`config.mk`:
```
export PLATFORM = sky130hd
export DESIGN_NAME = dpes_ctrl
export DESIGN_NICKNAME = d
export VERILOG_FILES = /design/src/rtl/core/dpes_pkg.sv /design/src/rtl/core/dpes_ctrl.sv
export SDC_FILE = /design/constraint.sdc
export NUM_CORES = 1
export LEC_CHECK = 0
export BUFFER_PORTS_ARGS = -buffer_cell sky130_fd_sc_hd__buf_4
export CAP_MARGIN = 20
export CORE_MARGIN = 2
export CORE_UTILIZATION = 33
export CTS_CLUSTER_SIZE = 28
export DETAILED_ROUTE_END_ITERATION = 6
export SLEW_MARGIN = 20
export SYNTH_ARGS = -nofsm -noshare
export SYNTH_HDL_FRONTEND = slang
export SYNTH_SLANG_ARGS = --single-unit
```
`constraint.sdc`:
```
create_clock -name clk_i -period 2 [get_ports clk_i]
set_clock_uncertainty 0.05 [all_clocks]
set_input_delay 0.1 -clock clk_i [delete_from_list [all_inputs] [get_ports clk_i]]
set_output_delay 0.1 -clock clk_i [all_outputs]
set_load 0.01 [all_outputs]
```
`src/rtl/core/dpes_pkg.sv`:
```
package dpes_pkg;

  // Default sizes of the graph stores
  localparam int DefMaxNodes = 256;
  localparam int DefMaxEdges = 4096;

  // Fixed field widths
  localparam int OpW      = 2;
  localparam int IndexW   = 12;
  localparam int NodeFldW = 8;
  localparam int EdgeW    = 2 * NodeFldW;
  localparam int StatusW  = 3;
  localparam int CountW   = 16;
  localparam int CfgW     = 13;

  localparam logic [CfgW-1:0] EdgeCountReset = 13'd4096;

  // Operation codes
  typedef enum logic [OpW-1:0] {
    OP_LOAD = 2'd0,
    OP_SWAP = 2'd1,
    OP_READ = 2'd2
  } dpes_op_e;

  // Result status codes
  typedef enum logic [StatusW-1:0] {
    ST_DONE    = 3'd0,
    ST_SWAPPED = 3'd1,
    ST_SHARED  = 3'd2,
    ST_EXISTS  = 3'd3,
    ST_RANGE   = 3'd4
  } dpes_status_e;

  // Controller states
  typedef enum logic [4:0] {
    S_CLEAR,
    S_IDLE,
    S_CHECK,
    S_LOAD_1,
    S_LOAD_2,
    S_RD_ADDR,
    S_RD_DATA,
    S_SW_RD_I,
    S_SW_RD_J,
    S_SW_DATA_J,
    S_SW_TEST,
    S_SW_ADJ_2,
    S_SW_ADJ_3,
    S_WR_0,
    S_WR_1,
    S_WR_2,
    S_WR_3,
    S_WR_4,
    S_WR_5,
    S_WR_6,
    S_WR_7,
    S_DONE_LOAD,
    S_DONE_READ,
    S_DONE_SWAPPED,
    S_DONE_SHARED,
    S_DONE_EXISTS,
    S_DONE_RANGE
  } dpes_state_e;

  // Adjacency bitmap address select
  typedef enum logic [3:0] {
    ADJ_CLEAR,
    ADJ_LOAD_AB,
    ADJ_LOAD_BA,
    ADJ_V1V2,
    ADJ_V2V1,
    ADJ_V3V4,
    ADJ_V4V3,
    ADJ_V1Q,
    ADJ_QV1,
    ADJ_V2S,
    ADJ_SV2
  } dpes_adj_sel_e;

  // Edge list address select
  typedef enum logic {
    EA_FIRST,
    EA_SECOND
  } dpes_edge_addr_e;

  // Edge list write data select
  typedef enum logic [1:0] {
    ED_LOAD,
    ED_NEW_FIRST,
    ED_NEW_SECOND
  } dpes_edge_data_e;

  // Result endpoint select
  typedef enum logic [1:0] {
    RES_ZERO,
    RES_LOAD,
    RES_FIRST,
    RES_NEW
  } dpes_res_sel_e;

  // Controller to datapath
  typedef struct packed {
    logic            capture;
    logic            clr_step;
    logic            edge_we;
    dpes_edge_addr_e edge_addr;
    dpes_edge_data_e edge_data;
    logic            latch_first;
    logic            latch_second;
    logic            adj_we;
    logic            adj_wbit;
    dpes_adj_sel_e   adj_sel;
    logic            exist_load;
    logic            count_up;
    logic            push;
    dpes_res_sel_e   res_sel;
    dpes_status_e    res_status;
  } dpes_cmd_t;

  // Datapath to controller
  typedef struct packed {
    logic [OpW-1:0] opcode;
    logic           first_ok;
    logic           both_ok;
    logic           nodes_ok;
    logic           shared;
    logic           exists;
    logic           clear_last;
    logic           out_free;
  } dpes_stat_t;

endpackage

```
`src/rtl/core/dpes_ctrl.sv`:
```
module dpes_ctrl import dpes_pkg::*; (
  input  logic       clk_i,
  input  logic       rst_ni,
  input  logic       in_valid_i,
  output logic       in_stall_o,
  input  dpes_stat_t stat_i,
  output dpes_cmd_t  cmd_o
);

  dpes_state_e state_q, state_d;

  // Next state
  always_comb begin
    state_d = state_q;
    case (state_q)
      S_CLEAR:     if (stat_i.clear_last) state_d = S_IDLE;
      S_IDLE:      if (in_valid_i) state_d = S_CHECK;
      S_CHECK: begin
        case (stat_i.opcode)
          OP_LOAD: state_d = (stat_i.first_ok && stat_i.nodes_ok) ? S_LOAD_1 : S_DONE_RANGE;
          OP_READ: state_d = stat_i.first_ok ? S_RD_ADDR : S_DONE_RANGE;
          OP_SWAP: state_d = stat_i.both_ok ? S_SW_RD_I : S_DONE_RANGE;
          default: state_d = S_DONE_RANGE;
        endcase
      end
      S_LOAD_1:    state_d = S_LOAD_2;
      S_LOAD_2:    state_d = S_DONE_LOAD;
      S_RD_ADDR:   state_d = S_RD_DATA;
      S_RD_DATA:   state_d = S_DONE_READ;
      S_SW_RD_I:   state_d = S_SW_RD_J;
      S_SW_RD_J:   state_d = S_SW_DATA_J;
      S_SW_DATA_J: state_d = S_SW_TEST;
      S_SW_TEST:   state_d = stat_i.shared ? S_DONE_SHARED : S_SW_ADJ_2;
      S_SW_ADJ_2:  state_d = S_SW_ADJ_3;
      S_SW_ADJ_3:  state_d = stat_i.exists ? S_DONE_EXISTS : S_WR_0;
      S_WR_0:      state_d = S_WR_1;
      S_WR_1:      state_d = S_WR_2;
      S_WR_2:      state_d = S_WR_3;
      S_WR_3:      state_d = S_WR_4;
      S_WR_4:      state_d = S_WR_5;
      S_WR_5:      state_d = S_WR_6;
      S_WR_6:      state_d = S_WR_7;
      S_WR_7:      state_d = S_DONE_SWAPPED;
      S_DONE_LOAD, S_DONE_READ, S_DONE_SWAPPED,
      S_DONE_SHARED, S_DONE_EXISTS, S_DONE_RANGE: begin
        if (stat_i.out_free) state_d = S_IDLE;
      end
      default:     state_d = S_IDLE;
    endcase
  end

  // Commands
  always_comb begin
    cmd_o            = '0;
    cmd_o.edge_addr  = EA_FIRST;
    cmd_o.edge_data  = ED_LOAD;
    cmd_o.adj_sel    = ADJ_CLEAR;
    cmd_o.res_sel    = RES_ZERO;
    cmd_o.res_status = ST_DONE;
    in_stall_o       = (state_q != S_IDLE);
    case (state_q)
      S_CLEAR: begin
        cmd_o.adj_we   = 1'b1;
        cmd_o.clr_step = 1'b1;
      end
      S_IDLE:      cmd_o.capture = in_valid_i;
      S_LOAD_1: begin
        cmd_o.edge_we  = 1'b1;
        cmd_o.adj_we   = 1'b1;
        cmd_o.adj_wbit = 1'b1;
        cmd_o.adj_sel  = ADJ_LOAD_AB;
      end
      S_LOAD_2: begin
        cmd_o.adj_we   = 1'b1;
        cmd_o.adj_wbit = 1'b1;
        cmd_o.adj_sel  = ADJ_LOAD_BA;
      end
      S_RD_DATA:   cmd_o.latch_first = 1'b1;
      S_SW_RD_J: begin
        cmd_o.latch_first = 1'b1;
        cmd_o.edge_addr   = EA_SECOND;
      end
      S_SW_DATA_J: cmd_o.latch_second = 1'b1;
      S_SW_TEST:   cmd_o.adj_sel = ADJ_V1Q;
      S_SW_ADJ_2: begin
        cmd_o.exist_load = 1'b1;
        cmd_o.adj_sel    = ADJ_V2S;
      end
      // clear the old edges, then set the new ones
      S_WR_0: begin
        cmd_o.adj_we    = 1'b1;
        cmd_o.adj_sel   = ADJ_V1V2;
        cmd_o.edge_we   = 1'b1;
        cmd_o.edge_data = ED_NEW_FIRST;
      end
      S_WR_1: begin
        cmd_o.adj_we    = 1'b1;
        cmd_o.adj_sel   = ADJ_V2V1;
        cmd_o.edge_we   = 1'b1;
        cmd_o.edge_addr = EA_SECOND;
        cmd_o.edge_data = ED_NEW_SECOND;
      end
      S_WR_2: begin
        cmd_o.adj_we  = 1'b1;
        cmd_o.adj_sel = ADJ_V3V4;
      end
      S_WR_3: begin
        cmd_o.adj_we  = 1'b1;
        cmd_o.adj_sel = ADJ_V4V3;
      end
      S_WR_4: begin
        cmd_o.adj_we   = 1'b1;
        cmd_o.adj_wbit = 1'b1;
        cmd_o.adj_sel  = ADJ_V1Q;
      end
      S_WR_5: begin
        cmd_o.adj_we   = 1'b1;
        cmd_o.adj_wbit = 1'b1;
        cmd_o.adj_sel  = ADJ_QV1;
      end
      S_WR_6: begin
        cmd_o.adj_we   = 1'b1;
        cmd_o.adj_wbit = 1'b1;
        cmd_o.adj_sel  = ADJ_V2S;
      end
      S_WR_7: begin
        cmd_o.adj_we   = 1'b1;
        cmd_o.adj_wbit = 1'b1;
        cmd_o.adj_sel  = ADJ_SV2;
        cmd_o.count_up = 1'b1;
      end
      S_DONE_LOAD: begin
        cmd_o.push    = stat_i.out_free;
        cmd_o.res_sel = RES_LOAD;
      end
      S_DONE_READ: begin
        cmd_o.push    = stat_i.out_free;
        cmd_o.res_sel = RES_FIRST;
      end
      S_DONE_SWAPPED: begin
        cmd_o.push       = stat_i.out_free;
        cmd_o.res_sel    = RES_NEW;
        cmd_o.res_status = ST_SWAPPED;
      end
      S_DONE_SHARED: begin
        cmd_o.push       = stat_i.out_free;
        cmd_o.res_sel    = RES_FIRST;
        cmd_o.res_status = ST_SHARED;
      end
      S_DONE_EXISTS: begin
        cmd_o.push       = stat_i.out_free;
        cmd_o.res_sel    = RES_FIRST;
        cmd_o.res_status = ST_EXISTS;
      end
      S_DONE_RANGE: begin
        cmd_o.push       = stat_i.out_free;
        cmd_o.res_status = ST_RANGE;
      end
      default: ;
    endcase
  end

  // State register; reset starts the bitmap clearing pass
  always_ff @(posedge clk_i or negedge rst_ni) begin
    if (!rst_ni) begin
      state_q <= S_CLEAR;
    end else begin
      state_q <= state_d;
    end
  end

endmodule

```
==> metrics.cfg <==
[sta]
maxSlewHeadroom_pct=73.98
fin_crit_sh_pct=90.22
fmax_mhz=554.2
finalSetupViolations=0
fin_tns_setup_ps=0
period_needed_ps=1804
slew_viol_final=0
holdWs_ps=148.1
max_slew.worst_pin.slew_ps=390.3
report.final.hold_viol_count=0
rsz0062_at_grt=no

[yosys]
ys_types=44
netlist_area_sq_um=912.1
synth_seq_area_share_pct=13.72
yosysWarnings=0
synth_cells=133
async_flop_share_pct=100.0
synth.net_count=145
avgSynthCellArea_sq_um=6.858
ys.flop_type=dfrtp_1
ys_ff_latch=5
synth_edf_count=0

[floorplanning]
fp.dieH_um=56.58
ios=35
dieArea_sq_mm=0.003201
row_count=19
coreArea_sq_mm=0.002686
initial_core_util_pct=33.95
die_w_um=56.58

[clock_tree]
cts_buffers=3
clockBufferDepth=2
cts_setup_buffers=0
cts_max_level=1
cts-root-buf=clkbuf_4
cts_tree=yes
clkTransAtPathRegs_ps=50
cts.sinks=5
insertion_delay_ps=240

[min_path]
holdCritPathClass=in2async

[global_routing]
antenna_found_initial=0
grt_pass1_wl_mm=4.740
overflow=0
grt_usage_pct=18.21
grt_pass1_vias=1042
grt_max_degree=17

[worst_setup_path]
crit_top_cell=buf_4
crit_fanout=13
critical_path_class=reg2out
critPathTopFamily=flip-flops
critPathSlowestCell=dfrtp_1
required_ps=1850
cp.arrival_ps=1650
crit_path_end_kind=output pin
cp_slowest_stage_delay_ps=430
crit_path_cell_trace=buf_4, nand2b_1, o21ai_0, and3_1, buf_4
crit_buf_inv=2
cp-start-kind=flop

[routing]
drc=0
vias=1138
dr.first_iter.drc_count=33
post_drt_wl_per_cell_um=13.88
routed_wl_mm=2.790
first_pass_iters=4
ant_nets=0
vias_per_cell=5.662

[layout]
fin_nets=183
top_register=state_q
regArea_sq_um=127.6
syn_to_final_growth_pct=35.94
reg_top3=state_q: 5 flops
largest_reg_flops=5
design_area_sq_mm=0.001240
multi_input_area_sq_um=676.9
antenna_cells=0
mostFrequentLayoutCell=buf_4
final_cell_mix=buf_4, nand2_1, nor3_1
drive_gt1_share_pct=33.53
fillers=278

[placement]
hpwl_mm=2.139
dpl_cell_area_sq_mm=0.001200
globalplace.congestion=0.8577
io_buffers=34

[pwr]
powerDensity_mw_per_mm2=1445
p_leak_nw=0.5591
worst_ir_drop_vdd_uv=746.1

[flow_run]
cap_violations=0

[status]
status=finished clean

cell type report:
class                   count  share of cell area, %
well taps                  31                  3.128
flip-flops and latches      5                  10.29
repair buffers             46                  28.05
clock buffers               4                  2.119
multi-input cells         109                  54.59
inverters                   6                  1.816
cell families (layout without fill, tap and decap cells):
logic type,count (synthesis),in the layout,share of synthesized area (%)
buffers and inverters,19,56,12.21
muxes,2,2,2.195
AOI/OAI and AO/OA,43,43,33.61
DFF,5,5,13.72
and+or+nand+nor,64,64,38.27
synth_stat cells (all sizes together), types with 3 or more instances:
master / number / area (sq um)
inv: 6 / 22.52
nand2: 12 / 45.04
nand3: 6 / 30.03
dfrtp: 5 / 125.1
nor2b: 5 / 31.28
a21oi: 9 / 45.04
nand2b: 7 / 43.79
o31ai: 3 / 22.52
o21ai: 9 / 45.04
buf: 12 / 85.08
nor2: 6 / 22.52
and3: 6 / 37.54
nor3: 11 / 55.05
worst register-to-register path, stage by stage, from the launching register on:
cell      delay (ps)
dfrtp_1          510
buf_4            250
or3b_1           390
a31oi_1          170
a221oi_1          80
mux2i_1          150
path summary, 6_finish.rpt:
| path | from | endpoint | slack, ps | depth (start not counted) |
|---|---|---|---|---|
| min reg2reg | state_q[1] | state_q[1] | 670 | 1 |
| max in group asynchronous | rst_ni | state_q[3] | 1630 | 2 |
| max reg2reg | state_q[0] | state_q[0] | 320 | 5 |
| min in group clk_i | stat_i[0] | state_q[3] | 190 | 3 |
| max | state_q[2] | cmd_o[0] | 200 | 5 |
| min | rst_ni | state_q[0] | 150 | 2 |
layer usage:
layer	track usage, %	wire length [um]	share of wire (%)	vias up
li1	-	-	-	567
met3	1.382	120	4.3	4
met2	30.07	1367	49	37
met5	0	0	0	-
met4	6.803	34	1.2	0
met1	24.58	1267	45	530
power by group:
part           switching (mW)  total [mW]  internal (mW)
sequential              0.131       0.278          0.147
combinational           0.732        1.40          0.665
clock                  0.0408       0.116         0.0754
stage by stage:
| step | power (mW) | util (%) | cells | setup WS, ps |
|---|---|---|---|---|
| floorplan | 1.212 | - | 133 | 584.5 |
| global placement | 1.656 | 44.67 | 196 | 315.0 |
| detailed placement | 1.656 | 44.67 | 196 | 300.8 |
| CTS | 1.786 | 46.02 | 201 | 65.68 |
| global route | 1.967 | 46.16 | 201 | 28.15 |
| finish | 1.792 | 46.16 | 201 | 195.7 |
repair_timing:
action / in CTS / in global routing
resized for setup: 0 / 3
hold buffers: 1 / 0
endpoints found under the hold margin: 5 / 0
setup endpoints to repair: 0 / 5
No activity file was read; power rests on OpenSTA's default activity.
